## config.mk

```make
export PLATFORM = sky130hd
export DESIGN_NAME = pocsag_batch_encoder
export DESIGN_NICKNAME = d
export VERILOG_FILES = /design/src/hw/rtl/pbe_pkg.sv /design/src/hw/rtl/pocsag_batch_encoder.sv /design/src/hw/rtl/pbe_bch_enc.sv /design/src/hw/rtl/pbe_front.sv /design/src/hw/rtl/pbe_cmd_queue.sv /design/src/hw/rtl/pbe_back.sv
export SDC_FILE = /design/constraint.sdc
export NUM_CORES = 1
export LEC_CHECK = 0
export ABC_AREA = 1
export BUFFER_PORTS_ARGS = -buffer_cell sky130_fd_sc_hd__buf_4
export CORE_MARGIN = 10
export CORE_UTILIZATION = 30
export CTS_CLUSTER_DIAMETER = 30
export DETAILED_ROUTE_END_ITERATION = 10
export PLACE_DENSITY = 0.44
export SYNTH_ARGS = -nofsm -noshare
export SYNTH_HDL_FRONTEND = slang
export SYNTH_SLANG_ARGS = --single-unit
```

## constraint.sdc

```tcl
create_clock -name clock -period 8.4 [get_ports clock]
set_input_delay 0.84 -clock clock [delete_from_list [all_inputs] [get_ports clock]]
set_output_delay 0.84 -clock clock [all_outputs]
set_load 0.02 [all_outputs]
```

## src/hw/rtl/pbe_pkg.sv

```systemverilog
package pbe_pkg;

   localparam logic [31:0] SYNC_WORD     = 32'h7CD2_15D8;
   localparam logic [31:0] IDLE_WORD     = 32'h7A89_C197;
   localparam logic [31:0] PREAMBLE_WORD = 32'hAAAA_AAAA;
   localparam logic [10:0] BCH_POLY      = 11'h769;

   localparam logic [5:0] MAX_PREAMBLE_WORDS = 6'd32;
   localparam logic [4:0] BATCH_WORDS        = 5'd16;

   localparam int QUEUE_DEPTH = 4;
   localparam int QUEUE_AW    = $clog2(QUEUE_DEPTH);

   localparam int CSR_INDEX_W = 2;
   localparam int CSR_DATA_W  = 21;

   typedef enum logic [CSR_INDEX_W-1:0] {
      CSR_CAPCODE  = 2'd0,
      CSR_FUNCTION = 2'd1,
      CSR_PREAMBLE = 2'd2,
      CSR_INVERT   = 2'd3
   } csr_index_type;

   // One queued command describes every word that one input item causes.
   typedef struct packed {
      logic        start;     // preamble, sync, leading idles and address word
      logic [5:0]  pre_cnt;   // saturated preamble length
      logic [3:0]  idle_cnt;  // idle words ahead of the address slot
      logic [19:0] addr_msg;  // address bits and function bits
      logic        cwa_vld;   // message word completed by this character
      logic [19:0] cwa_msg;
      logic        cwb_vld;   // padded or empty closing message word
      logic [19:0] cwb_msg;
      logic [4:0]  fill_cnt;  // idle words that close the batch
      logic        eob;       // the last word of this command ends the batch
   } cmd_type;

   // Check bits contributed by message bit pos: remainder of x^(pos+10) mod g(x).
   function automatic logic [9:0] bch_syndrome(input int unsigned pos);
      logic [30:0] rem;
      rem = 31'(1) << (pos + 10);
      for (int i = 30; i >= 10; i--) begin
         if (rem[i]) begin
            rem = rem ^ (31'(BCH_POLY) << (i - 10));
         end
      end
      return rem[9:0];
   endfunction

endpackage

```

## src/hw/rtl/pocsag_batch_encoder.sv

```systemverilog
// Single-batch paging encoder with BCH(31,21) codewords and even parity.
// The req_ channel takes one message character per transaction: tdata is the
// byte (only bits 6..0 are sent), tlast marks the final character, tuser
// marks an item that carries no character. The rsp_ channel returns 32-bit
// transmit words, tlast on the final word an item causes and tuser on the
// final word that the closing item causes. The csr_ channel writes capcode,
// function bits, preamble length and invert mode; it is always ready and
// should only be written while the block is idle.
// The first item of a transmission yields preamble, sync, leading idle words
// and the address word; later characters usually yield at most one word.
// The front end classifies each item in the cycle it is accepted and queues
// at most one command; the back end turns a command into words, one per
// cycle while the receiver is ready. An item's first word passes the command
// queue, the back end's command register and the output register. Items of
// at most one word flow at one per cycle; the four-entry command queue
// absorbs longer bursts, and req_tready drops only when it is full.
// When the receiver stalls, the output register holds its word and the queue
// fills. Reset clears the control state and restores the register defaults.
module pocsag_batch_encoder (
   input  logic                            clock,
   input  logic                            reset,
   input  logic                            req_tvalid,
   output logic                            req_tready,
   input  logic [7:0]                      req_tdata,   // [7:0] character
   input  logic                            req_tlast,
   input  logic                            req_tuser,   // [0] empty_message
   output logic                            rsp_tvalid,
   input  logic                            rsp_tready,
   output logic [31:0]                     rsp_tdata,   // [31:0] word
   output logic                            rsp_tlast,
   output logic                            rsp_tuser,   // [0] end_of_batch
   input  logic                            csr_valid,
   output logic                            csr_ready,
   input  logic [pbe_pkg::CSR_INDEX_W-1:0] csr_index,
   input  logic [pbe_pkg::CSR_DATA_W-1:0]  csr_wdata
);

   // Configuration registers. Capcode and function bits only matter when a
   // transmission opens; invert mode applies to each non-preamble word as it leaves.
   logic [20:0] capcode_ff, capcode_in;
   logic [1:0]  function_bits_ff, function_bits_in;
   logic [5:0]  preamble_words_ff, preamble_words_in;
   logic        invert_words_ff, invert_words_in;

   logic             q_full, q_empty, q_push, q_pop;
   pbe_pkg::cmd_type push_cmd, head_cmd;

   assign csr_ready = 1'b1;

   always_comb begin
      capcode_in        = capcode_ff;
      function_bits_in  = function_bits_ff;
      preamble_words_in = preamble_words_ff;
      invert_words_in   = invert_words_ff;
      if (csr_valid && csr_ready) begin
         case (pbe_pkg::csr_index_type'(csr_index))
            pbe_pkg::CSR_CAPCODE:  capcode_in        = csr_wdata[20:0];
            pbe_pkg::CSR_FUNCTION: function_bits_in  = csr_wdata[1:0];
            pbe_pkg::CSR_PREAMBLE: preamble_words_in = csr_wdata[5:0];
            pbe_pkg::CSR_INVERT:   invert_words_in   = csr_wdata[0];
            default: ;
         endcase
      end
   end

   always_ff @(posedge clock) begin
      if (reset) begin
         capcode_ff        <= 21'd1422890;
         function_bits_ff  <= 2'd2;
         preamble_words_ff <= 6'd18;
         invert_words_ff   <= 1'b0;
      end else begin
         capcode_ff        <= capcode_in;
         function_bits_ff  <= function_bits_in;
         preamble_words_ff <= preamble_words_in;
         invert_words_ff   <= invert_words_in;
      end
   end

   // Front end: tracks packer and batch slot, emits at most one command per item.
   pbe_front u_front (
      .clock          (clock),
      .reset          (reset),
      .in_valid       (req_tvalid),
      .in_ready       (req_tready),
      .character      (req_tdata),
      .last           (req_tlast),
      .empty_message  (req_tuser),
      .capcode        (capcode_ff),
      .function_bits  (function_bits_ff),
      .preamble_words (preamble_words_ff),
      .q_full         (q_full),
      .q_push         (q_push),
      .q_cmd          (push_cmd)
   );

   pbe_cmd_queue u_queue (
      .clock    (clock),
      .reset    (reset),
      .push     (q_push),
      .push_cmd (push_cmd),
      .full     (q_full),
      .pop      (q_pop),
      .head_cmd (head_cmd),
      .empty    (q_empty)
   );

   // Back end: walks each command phase by phase and encodes the codewords.
   pbe_back u_back (
      .clock      (clock),
      .reset      (reset),
      .q_empty    (q_empty),
      .q_cmd      (head_cmd),
      .q_pop      (q_pop),
      .invert     (invert_words_ff),
      .rsp_tvalid (rsp_tvalid),
      .rsp_tready (rsp_tready),
      .rsp_tdata  (rsp_tdata),
      .rsp_tlast  (rsp_tlast),
      .rsp_tuser  (rsp_tuser)
   );

endmodule

```

## src/hw/rtl/pbe_bch_enc.sv

```systemverilog
module pbe_bch_enc (
   input  logic [20:0] msg,
   input  logic        invert,
   output logic [31:0] word
);

   logic [9:0]  chk;
   logic [30:0] body;
   logic [31:0] plain;

   always_comb begin
      chk = '0;
      for (int i = 0; i < 21; i++) begin
         if (msg[i]) begin
            chk = chk ^ pbe_pkg::bch_syndrome(i);
         end
      end
      body  = {msg, chk};
      plain = {body, ^body};
      word  = invert ? ~plain : plain;
   end

endmodule

```

## src/hw/rtl/pbe_front.sv

```systemverilog
module pbe_front (
   input  logic              clock,
   input  logic              reset,
   input  logic              in_valid,
   output logic              in_ready,
   input  logic [7:0]        character,
   input  logic              last,
   input  logic              empty_message,
   input  logic [20:0]       capcode,
   input  logic [1:0]        function_bits,
   input  logic [5:0]        preamble_words,
   input  logic              q_full,
   output logic              q_push,
   output pbe_pkg::cmd_type  q_cmd
);

   logic        started_ff, started_in;
   logic [19:0] acc_ff, acc_in;
   logic [4:0]  cnt_ff, cnt_in;
   logic [4:0]  bidx_ff, bidx_in;

   logic [6:0]  rev;
   logic [26:0] combined;
   logic [4:0]  tot;
   logic [2:0]  sh;
   logic        done_a;
   logic [19:0] acc_n;
   logic [4:0]  cnt_n;
   logic [4:0]  bidx0, bidx1, bidx2;
   logic        cwb_want;
   logic        has_words;
   logic        accept;

   assign in_ready = !q_full;
   assign accept   = in_valid && in_ready;

   always_comb begin
      for (int i = 0; i < 7; i++) begin
         rev[6-i] = character[i];
      end
      // Characters enter least significant bit first, so the first bit lands highest.
      combined = {acc_ff, rev};
      tot      = cnt_ff + 5'd7;
      sh       = '0;
      done_a   = 1'b0;
      acc_n    = acc_ff;
      cnt_n    = cnt_ff;
      q_cmd    = '0;

      if (!empty_message) begin
         if (tot >= 5'd20) begin
            sh     = 3'(tot - 5'd20);
            done_a = 1'b1;
            acc_n  = combined[19:0] & ~(20'hFFFFF << sh);
            cnt_n  = {2'b00, sh};
         end else begin
            acc_n = combined[19:0];
            cnt_n = tot;
         end
      end
      q_cmd.cwa_msg = 20'(combined >> sh);

      q_cmd.start    = !started_ff;
      q_cmd.pre_cnt  = (preamble_words > pbe_pkg::MAX_PREAMBLE_WORDS) ?
                       pbe_pkg::MAX_PREAMBLE_WORDS : preamble_words;
      q_cmd.idle_cnt = {capcode[2:0], 1'b0};
      q_cmd.addr_msg = {capcode[20:3], function_bits};

      bidx0 = started_ff ? bidx_ff : ({1'b0, capcode[2:0], 1'b0} + 5'd1);
      q_cmd.cwa_vld = done_a && (bidx0 < pbe_pkg::BATCH_WORDS);
      bidx1 = bidx0 + {4'd0, q_cmd.cwa_vld};

      cwb_want      = last && ((cnt_n != 5'd0) || empty_message);
      q_cmd.cwb_vld = cwb_want && (bidx1 < pbe_pkg::BATCH_WORDS);
      q_cmd.cwb_msg = (cnt_n != 5'd0) ? (acc_n << (5'd20 - cnt_n)) : 20'd0;
      bidx2 = bidx1 + {4'd0, q_cmd.cwb_vld};

      q_cmd.fill_cnt = last ? (pbe_pkg::BATCH_WORDS - bidx2) : 5'd0;
      q_cmd.eob      = last;

      has_words = q_cmd.start || q_cmd.cwa_vld || q_cmd.cwb_vld ||
                  (q_cmd.fill_cnt != 5'd0);
      q_push    = accept && has_words;

      started_in = started_ff;
      acc_in     = acc_ff;
      cnt_in     = cnt_ff;
      bidx_in    = bidx_ff;
      if (accept) begin
         if (last) begin
            started_in = 1'b0;
            acc_in     = '0;
            cnt_in     = '0;
            bidx_in    = '0;
         end else begin
            started_in = 1'b1;
            acc_in     = acc_n;
            cnt_in     = cnt_n;
            bidx_in    = bidx1;
         end
      end
   end

   always_ff @(posedge clock) begin
      if (reset) begin
         started_ff <= 1'b0;
         acc_ff     <= '0;
         cnt_ff     <= '0;
         bidx_ff    <= '0;
      end else begin
         started_ff <= started_in;
         acc_ff     <= acc_in;
         cnt_ff     <= cnt_in;
         bidx_ff    <= bidx_in;
      end
   end

endmodule

```

## src/hw/rtl/pbe_cmd_queue.sv

```systemverilog
module pbe_cmd_queue (
   input  logic              clock,
   input  logic              reset,
   input  logic              push,
   input  pbe_pkg::cmd_type  push_cmd,
   output logic              full,
   input  logic              pop,
   output pbe_pkg::cmd_type  head_cmd,
   output logic              empty
);

   pbe_pkg::cmd_type mem_ff [pbe_pkg::QUEUE_DEPTH];

   logic [pbe_pkg::QUEUE_AW-1:0] wr_ptr_ff, wr_ptr_in;
   logic [pbe_pkg::QUEUE_AW-1:0] rd_ptr_ff, rd_ptr_in;
   logic [pbe_pkg::QUEUE_AW:0]   count_ff, count_in;

   assign full     = (count_ff == (pbe_pkg::QUEUE_AW+1)'(pbe_pkg::QUEUE_DEPTH));
   assign empty    = (count_ff == '0);
   assign head_cmd = mem_ff[rd_ptr_ff];

   always_comb begin
      wr_ptr_in = push ? wr_ptr_ff + 1'b1 : wr_ptr_ff;
      rd_ptr_in = pop  ? rd_ptr_ff + 1'b1 : rd_ptr_ff;
      count_in  = count_ff;
      if (push && !pop) begin
         count_in = count_ff + 1'b1;
      end else if (pop && !push) begin
         count_in = count_ff - 1'b1;
      end
   end

   always_ff @(posedge clock) begin
      if (push) begin
         mem_ff[wr_ptr_ff] <= push_cmd;
      end
   end

   always_ff @(posedge clock) begin
      if (reset) begin
         wr_ptr_ff <= '0;
         rd_ptr_ff <= '0;
         count_ff  <= '0;
      end else begin
         wr_ptr_ff <= wr_ptr_in;
         rd_ptr_ff <= rd_ptr_in;
         count_ff  <= count_in;
      end
   end

`ifndef ASSERT_OFF
   a_no_overflow: assert property (@(posedge clock) disable iff (reset)
      !(push && full)) else $error("command queue written while full");
`endif

`ifndef ASSERT_OFF
   a_no_underflow: assert property (@(posedge clock) disable iff (reset)
      !(pop && empty)) else $error("command queue read while empty");
`endif

endmodule

```

## src/hw/rtl/pbe_back.sv

```systemverilog
module pbe_back (
   input  logic              clock,
   input  logic              reset,
   input  logic              q_empty,
   input  pbe_pkg::cmd_type  q_cmd,
   output logic              q_pop,
   input  logic              invert,
   output logic              rsp_tvalid,
   input  logic              rsp_tready,
   output logic [31:0]       rsp_tdata,
   output logic              rsp_tlast,
   output logic              rsp_tuser
);

   typedef enum logic [2:0] {
      PH_PRE  = 3'd0,
      PH_SYNC = 3'd1,
      PH_IDLE = 3'd2,
      PH_ADDR = 3'd3,
      PH_CWA  = 3'd4,
      PH_CWB  = 3'd5,
      PH_FILL = 3'd6
   } phase_type;

   typedef struct packed {
      logic      found;
      phase_type phase;
   } pick_type;

   function automatic logic phase_has(input pbe_pkg::cmd_type c, input phase_type p);
      logic r;
      case (p)
         PH_PRE:  r = c.start && (c.pre_cnt != '0);
         PH_SYNC: r = c.start;
         PH_IDLE: r = c.start && (c.idle_cnt != '0);
         PH_ADDR: r = c.start;
         PH_CWA:  r = c.cwa_vld;
         PH_CWB:  r = c.cwb_vld;
         PH_FILL: r = (c.fill_cnt != '0);
         default: r = 1'b0;
      endcase
      return r;
   endfunction

   // First phase at or after from that has at least one word to send.
   function automatic pick_type pick_from(input pbe_pkg::cmd_type c, input int unsigned from);
      pick_type r;
      r = '0;
      for (int p = int'(PH_FILL); p >= int'(PH_PRE); p--) begin
         if ((p >= from) && phase_has(c, phase_type'(3'(p)))) begin
            r.found = 1'b1;
            r.phase = phase_type'(3'(p));
         end
      end
      return r;
   endfunction

   function automatic logic [5:0] phase_len(input pbe_pkg::cmd_type c, input phase_type p);
      logic [5:0] r;
      case (p)
         PH_PRE:  r = c.pre_cnt;
         PH_IDLE: r = {2'b00, c.idle_cnt};
         PH_FILL: r = {1'b0, c.fill_cnt};
         default: r = 6'd1;
      endcase
      return r;
   endfunction

   pbe_pkg::cmd_type cmd_ff, cmd_in;
   logic             have_ff, have_in;
   phase_type        phase_ff, phase_in;
   logic [5:0]       cnt_ff, cnt_in;
   logic             vld_ff, vld_in;
   logic [31:0]      data_ff, data_in;
   logic             last_ff, last_in;
   logic             eob_ff, eob_in;

   pick_type    nxt, head_first;
   logic        advance;
   logic        final_word;
   logic [20:0] enc_msg;
   logic [31:0] enc_word;
   logic [31:0] word;

   pbe_bch_enc u_bch (
      .msg    (enc_msg),
      .invert (invert),
      .word   (enc_word)
   );

   always_comb begin
      case (phase_ff)
         PH_ADDR: enc_msg = {1'b0, cmd_ff.addr_msg};
         PH_CWA:  enc_msg = {1'b1, cmd_ff.cwa_msg};
         default: enc_msg = {1'b1, cmd_ff.cwb_msg};
      endcase
      case (phase_ff)
         PH_PRE:           word = pbe_pkg::PREAMBLE_WORD;
         PH_SYNC:          word = invert ? ~pbe_pkg::SYNC_WORD : pbe_pkg::SYNC_WORD;
         PH_IDLE, PH_FILL: word = invert ? ~pbe_pkg::IDLE_WORD : pbe_pkg::IDLE_WORD;
         default:          word = enc_word;
      endcase

      advance    = !vld_ff || rsp_tready;
      nxt        = pick_from(cmd_ff, 32'(phase_ff) + 1);
      head_first = pick_from(q_cmd, 0);
      final_word = (cnt_ff == 6'd1) && !nxt.found;
      q_pop      = advance && !q_empty && (!have_ff || final_word);

      cmd_in   = cmd_ff;
      have_in  = have_ff;
      phase_in = phase_ff;
      cnt_in   = cnt_ff;
      vld_in   = vld_ff;
      data_in  = data_ff;
      last_in  = last_ff;
      eob_in   = eob_ff;

      if (advance) begin
         vld_in = have_ff;
         if (have_ff) begin
            data_in = word;
            last_in = final_word;
            eob_in  = final_word && cmd_ff.eob;
            if (cnt_ff != 6'd1) begin
               cnt_in = cnt_ff - 6'd1;
            end else if (nxt.found) begin
               phase_in = nxt.phase;
               cnt_in   = phase_len(cmd_ff, nxt.phase);
            end else begin
               have_in = 1'b0;
            end
         end
         if (q_pop) begin
            cmd_in   = q_cmd;
            have_in  = 1'b1;
            phase_in = head_first.phase;
            cnt_in   = phase_len(q_cmd, head_first.phase);
         end
      end
   end

   always_ff @(posedge clock) begin
      if (reset) begin
         have_ff  <= 1'b0;
         vld_ff   <= 1'b0;
         phase_ff <= PH_PRE;
         cnt_ff   <= 6'd1;
      end else begin
         have_ff  <= have_in;
         vld_ff   <= vld_in;
         phase_ff <= phase_in;
         cnt_ff   <= cnt_in;
      end
      cmd_ff  <= cmd_in;
      data_ff <= data_in;
      last_ff <= last_in;
      eob_ff  <= eob_in;
   end

   assign rsp_tvalid = vld_ff;
   assign rsp_tdata  = data_ff;
   assign rsp_tlast  = last_ff;
   assign rsp_tuser  = eob_ff;

`ifndef ASSERT_OFF
   a_eob_ends_run: assert property (@(posedge clock) disable iff (reset)
      (vld_ff && eob_ff) |-> last_ff)
      else $error("end of batch flagged on a word that does not end its run");
`endif

`ifndef ASSERT_OFF
   a_header_needs_start: assert property (@(posedge clock) disable iff (reset)
      (have_ff && (phase_ff == PH_PRE || phase_ff == PH_SYNC ||
                   phase_ff == PH_IDLE || phase_ff == PH_ADDR)) |-> cmd_ff.start)
      else $error("header phase reached by a command that opens no transmission");
`endif

endmodule

```

==> results of run 1 <==
Yosys cell counts, drive strengths merged:
| master | number |
|---|---|
| clkbuf | 106 |
| nand3b | 9 |
| dfxtp | 81 |
| xor2 | 13 |
| o31ai | 1 |
| o31a | 1 |
| o22ai | 73 |
| nand4 | 5 |
| a221oi | 1 |
| nand3 | 153 |
| nor2 | 267 |
| inv | 224 |
| ha | 26 |
| nor3 | 12 |
| nor4 | 3 |
| a21oi | 88 |
| a32oi | 8 |
| and3 | 1 |
| mux2i | 10 |
| fa | 1 |
| or2 | 4 |
| edfxtp | 424 |
| or3 | 1 |
| conb | 1 |
| a22o | 1 |
| o21ai | 376 |
| o211ai | 8 |
| a2bb2oi | 1 |
| a22oi | 1 |
| a32o | 1 |
| o2111ai | 1 |
| o21a | 11 |
| a211oi | 4 |
| and2 | 1 |
| a31oi | 6 |
| buf | 21 |
| xnor2 | 17 |
| nand2 | 705 |
worst max-delay path: cells and delay by family (launching register included):
family                     cells  cell delay [ns]
AOI/OAI and AO/OA              4             0.75
xor gates and xnor gates       2             0.35
adders and majority gates      6             1.17
buffers and inverters         10             1.96
DFF                            1             0.42
and+or+nand+nor                9             1.61
per-layer routing:
metal	track usage, %	part of all wire, %	wire, um	up-vias
met1	19.7	46	32500	9071
met4	5.87	3.3	2380	0
met2	24.5	47	33200	472
met3	2.60	4.4	3170	126
met5	0	0	0	-
li1	-	-	-	9354
cells by family after synthesis:
family	Yosys count	share of synthesized area (%)
mux	10	0.409
simple gates	1161	19.4
compound gates	582	13.2
xor+xnor	30	1.11
buf+inv	351	5.74
flops	505	58.7
fa+ha+maj	27	1.41
other cells	1	0.0153
path summary, 6_finish.rpt:
kind                           end  slack, ns  cells past startpoint
max          u_queue.mem_ff[3][59]       1.67                     31
min                 capcode_ff[16]       0.38                      3
max reg2reg  u_queue.mem_ff[3][59]       1.67                     31
min reg2reg              flip-flop       0.46                      2
sequential cells by signal, indices dropped and copies added (netlist names), 3 cells and up, named ones only:
| signal | count |
|---|---|
| capcode_ff | 21 |
| preamble_words_ff | 6 |
| u_back.cmd_ff | 78 |
| u_back.cnt_ff | 6 |
| u_back.phase_ff | 3 |
| u_back.rsp_tdata | 32 |
| u_front.acc_ff | 20 |
| u_front.bidx_ff | 5 |
| u_front.cnt_ff | 5 |
| u_queue.count_ff | 3 |
| u_queue.mem_ff | 312 |
power breakdown:
part	switching, mW	leakage, nW	internal [mW]
combinational	3.92	5.38	1.60
sequential	0.267	4.52	3.49
clock	1.48	2.10	3.44
total	5.66	12.0	8.54
stage by stage:
stage	utilization, %	setup slack (ns)	area (um^2)	hold slack, ns	instances
floorplan	-	0.908	24500	0.436	2667
global placement	32.3	1.68	26100	0.440	3703
detailed placement	32.3	1.56	26100	0.458	3703
CTS	37.8	1.62	30500	0.326	3930
global route	37.8	1.10	30500	0.340	3930
finish	37.8	1.67	30500	0.375	3930
cell type report:
type                       count  area, um^2  share of cell area [%]
inverter                     224         850                    2.79
sequential                   505       14400                    47.1
timing repair buffer         103         811                    2.66
multi-input combinational   1811        8740                    28.7
clock inverter                84        1260                    4.14
clock buffer                 143        3130                    10.3
tap                         1060        1330                    4.35
==> results by group, run 1 <==
Worst setup path
  – Worst r2r src: u_front.cnt_ff[0]
  – CP max stage delay: approximately 0.87 ns
  – Slowest cell on the critical path: buf_4
  – CP Launch Type: flip-flop
  – CP most frequent cell: inv_1
  – CP arrival: about 7.0 ns
  – Kind of critical path: reg2reg
  – Worst Path Max Fanout: 59
  – Worst EP required: 8.65 ns
  – Crit. End Element: flip-flop
  – Critical Path Start: u_front.cnt_ff[0]

Yosys
  – YS warnings: 0
  – Yosys top cell area share: 52.1%
  – Average size of a mapped cell: between 9 and 10 um^2
  – Synth Cell Area: 24,500 um^2
  – Distinct cells, synth: 56
  – Dominant cell type by area after synthesis: edfxtp_1
  – Sequential share of the synthesized area: between 50% and 60%
  – Top post-synthesis cells by area: edfxtp_1 52%, nand2_1 11%, o21ai_0 7.2%
  – Syn nets: approximately 2,700
  – Register bit total from synthesis: just over 500
  – Post-synthesis instance total: 2,667

Drt
  – Final ANT Viol Nets: 0
  – Routed len/inst: 18.1 um
  – Vias: 19,000
  – Pre-antenna DRT Iters: 6
  – WL final: between 70,000 and 80,000 um
  – DR vias/cell: ~4.8
  – First-iteration detailed-routing DRC count: 1,318
  – Residual DRC: 0

Clock network
  – Post-CTS sizing: 0
  – Worst-skew pair later-pin latency: 0.68 ns
  – CTS root buffer: clkbuf_16
  – Max Root-Sink Buffers: 3
  – Htree depth: 3
  – Total CTS buffers: 120
  – Clk slew on worst S/H paths: 0.04 ns
  – Clock Sink Count: between 500 and 600
  – CTS tree: yes
  – Post-CTS Hold Buffers: 0
  – Post-CTS setup buffers: 0

Cells and area
  – Commonest non-fill, non-tap cell in the layout: nand2_1
  – Commonest non-fill, non-tap cells in the layout: 690 x nand2_1, 424 x edfxtp_1, 350 x o21ai_0
  – Nets@finish: 2,830
  – Area grow syn2layout: 24.6%
  – Share of cells above drive strength 1: 12.6%
  – Fillers: 8,064
  – Ant. Diodes: 0

Timing
  – Setup violators final: 0
  – Final Hold Vio Count: 0
  – Slew Viols, Final: 0
  – Tcrit/Tclk final: between 80% and 90%
  – Final setup TNS: 0 ns
  – Least-Margin Pin Slew: 1.07 ns
  – RSZ-0062 raised after global routing: no
  – Clock Skew: around 0.058 ns
  – Max Freq: between 100 and 150 MHz
  – Slew Limit Headroom: 28.6%
  – Min cycle time layout: 6.73 ns

Power
  – Power per cell area: between 400 and 500 nW/um^2
  – Pwr Total: 14.2 mW
  – Max VDD drop: 0.263 mV
  – LEAKAGE: roughly 12 nW

GRT
  – GRT Total Usage: 15.1%
  – Number of global-route vias before repair: 18,800
  – Total grt overflow: 0
  – Largest net degree at the start of global routing: 95
  – First-pass GRT wire length: 111,000 um
  – Initial antenna violation count: 0

Floorplan
  – Initial Util: 30.3%
  – Die area: 93,300 um^2
  – Row count: 104
  – IO Pins: 75
  – Die width: 305 um
  – Core area: roughly 81,000 um^2
  – Die Y: 305 um

Worst hold path
  – Min-delay src: csr_wdata[16]
  – Hold WC Path Type: in2reg

Placement
  – Placer Congestion: 0.883
  – Number of port buffers: 72
  – Post-DP HPWL: 47,400 um

Outcome
  – Status: completed

Job
  – Total of max-cap violations: 0
No activity file was read; power rests on OpenSTA's default activity.
==> run 2: changes to the inputs <==
PLACE_DENSITY = 0.46   (was 0.44)
clock period = 6.1 ns   (was 8.4 ns; I/O delays follow)
==> run 2 against run 1 <==
First-iteration DRC count down 15%. Hold slack worse by 0.20 ns. Combinational power up 40%. Highest routed layer unchanged.
==> results by group, run 2 (synthesized netlist as in run 1, its figures left out) <==
Drt
  – Pre-antenna DRT Iters: 6 (unchanged)
  – DR vias/cell: 4.82 (-0.32%)
  – WL final: 70,700 um (-0.86%)
  – Final ANT Viol Nets: 0 (unchanged)
  – Vias: 18,900 (-0.45%)
  – First-iteration detailed-routing DRC count: 1,119 (-15%)
  – Routed len/inst: 18.0 um (-0.73%)
  – Residual DRC: 0 (unchanged)

Clock network
  – Worst-skew pair later-pin latency: 0.67 ns (about the same)
  – Post-CTS Hold Buffers: 0 (unchanged)
  – Htree depth: 3 (unchanged)
  – Max Root-Sink Buffers: 3 (unchanged)
  – CTS tree: yes
  – CTS root buffer: clkbuf_16
  – Clock Sink Count: 505 (unchanged)
  – Clk slew on worst S/H paths: 0.05 ns (about the same)
  – Total CTS buffers: 111 (-7.5%)

Worst setup path
  – Worst R2R Path Depth: 31 (unchanged)
  – Slowest cell on the critical path: dfxtp_1
  – Worst Path Max Fanout: 25 (-58%)
  – CP arrival: 5.78 ns (-1.20 ns)
  – R2R Path End: u_queue.mem_ff[3][59]
  – CP max stage delay: 0.43 ns (-0.44 ns)
  – R2r setup slk: 0.61 ns (-1.06 ns)
  – CP Launch Type: flip-flop
  – CP most frequent cell: inv_1
  – Worst EP required: 6.39 ns (-2.26 ns)
  – Worst r2r src: u_front.cnt_ff[0]
  – Kind of critical path: reg2reg
  – Crit. End Element: flip-flop

Cells and area
  – Largest Register: u_queue.mem_ff
  – Nets@finish: 2,834 (+0.14%)
  – Multi-input gate area: 8740 um^2 (about the same)
  – Area grow syn2layout: 24.0%
  – Commonest non-fill, non-tap cell in the layout: nand2_1
  – Commonest non-fill, non-tap cells in the layout: 690 x nand2_1, 424 x edfxtp_1, 350 x o21ai_0
  – Fillers: 8,042 (-0.27%)
  – Ant. Diodes: 0 (unchanged)
  – Largest register FFs: 312 (unchanged)
  – Share of cells above drive strength 1: 12.9% (+0.30 points)
  – Reg area: 14,400 um^2 (unchanged)
  – Design area: 30,300 um^2 (-0.48%)

Placement
  – Number of port buffers: 72 (unchanged)
  – Post-DP HPWL: 48,000 um (+1.2%)
  – Placer Congestion: 0.879 (-0.48%)
  – Placed Area: 26,200 um^2 (+0.59%)

Timing
  – Slew Viols, Final: 0 (unchanged)
  – Clock Skew: 0.0708 ns (+0.0127 ns)
  – Least-Margin Pin Slew: 1.17 ns (+0.0978 ns)
  – Setup violators final: 0 (unchanged)
  – Max Freq: 182 MHz (+23%)
  – RSZ-0062 raised after global routing: no
  – Final Hold Vio Count: 0 (unchanged)
  – Slew Limit Headroom: 21.9% (-6.7 points)
  – Min cycle time layout: 5.49 ns (-1.24 ns)
  – Tcrit/Tclk final: 90.0% (+9.9 points)

Floorplan
  – Core area: 80,700 um^2 (unchanged)
  – Initial Util: 30.3% (unchanged)
  – Row count: 104 (unchanged)
  – IO Pins: 75 (unchanged)
  – Die width: 305 um (unchanged)
  – Die area: 93,300 um^2 (unchanged)
  – Die Y: 305 um (unchanged)

Job
  – Total of max-cap violations: 0 (unchanged)

Worst hold path
  – Min-delay src: csr_wdata[16]
  – Hold Crit Endpoint: capcode_ff[16]
  – Hold WC Path Type: in2reg
  – Hold Crit Depth: 3 (unchanged)

Outcome
  – Status: completed

Power
  – LEAKAGE: 12.0 nW (-0.43%)
  – Max VDD drop: 0.469 mV (+78%)
  – Power per cell area: 634 nW/um^2 (+36%)
  – Pwr Total: 19.2 mW (+35%)

GRT
  – First-pass GRT wire length: 109,000 um (-1.7%)
  – GRT Total Usage: 14.7% (-0.33 points)
  – Number of global-route vias before repair: 18,500 (-1.6%)
  – Largest net degree at the start of global routing: 89 (-6.3%)
  – Total grt overflow: 0 (unchanged)
  – Initial antenna violation count: 0 (unchanged)
-- run 2: how the worst max path moves through the flow --
stage                       from                     to  slack, ns  cells after the start
2_1_floorplan  u_front.cnt_ff[0]   u_queue.mem_ff[0][0]       -0.1                     29
3_3_place_gp   u_front.cnt_ff[0]  u_queue.mem_ff[2][75]       0.59                     31
3_5_place_dp   u_front.cnt_ff[0]  u_queue.mem_ff[2][71]       0.40                     31
4_1_cts        u_front.cnt_ff[0]  u_queue.mem_ff[2][76]       0.38                     31
5_1_grt        u_front.cnt_ff[0]    u_queue.count_ff[1]       0.02                     34
6_report       u_front.cnt_ff[0]  u_queue.mem_ff[3][59]       0.61                     31
-- run 2: worst max-delay path, delay by kind of cell, from the launching register on --
family | cells | cell delay [ns]
AOI/OAI and AO/OA | 4 | 0.50
and+or+nand+nor | 9 | 1.30
adders and majority gates | 6 | 1.19
xor gates and xnor gates | 2 | 0.35
DFF | 1 | 0.43
buffers and inverters | 10 | 1.30
-- run 2: layout make-up --
cell class              instances  share of cell area [%]
repair buffers                116                    3.28
clock inverters                76                    3.61
well taps                    1060                    4.37
flip-flops and latches        505                    47.4
inverters                     224                    2.79
clock buffers                 133                    9.77
multi-input cells            1811                    28.8
-- run 2: layer usage --
metal | track usage (%) | up-vias | part of all wire (%)
met5 | 0 | - | 0
met4 | 4.74 | 0 | 2.5
met3 | 2.47 | 125 | 4.2
met2 | 24.9 | 460 | 48
met1 | 19.0 | 9008 | 45
li1 | - | 9345 | -
-- run 2: report_power, final --
group	leakage [nW]	internal [mW]	switching (mW)	total, mW
registers	4.52	4.80	0.378	5.18
logic	5.48	2.25	5.47	7.72
clock network	1.95	4.38	1.94	6.32
-- run 2: timing repair --
| action | CTS | global route |
|---|---|---|
| endpoints found under the setup margin | 0 | 55 |
| resized for setup | 0 | 1 |
| buffers inserted | 0 | 2 |
| hold endpoints to repair | 0 | 0 |
-- run 2: per-stage QoR --
step | TNS (ns) | util, % | std cells | setup WS (ns) | hold WS, ns
2_1_floorplan | -31.16 | - | 2667 | -0.0999 | 0.436
3_3_place_gp | 0 | 32.5 | 3714 | 0.588 | 0.441
3_5_place_dp | 0 | 32.5 | 3714 | 0.400 | 0.453
4_1_cts | 0 | 37.5 | 3923 | 0.380 | 0.132
5_1_grt | 0 | 37.6 | 3925 | 0.0239 | 0.141
6_report | 0 | 37.6 | 3925 | 0.612 | 0.171
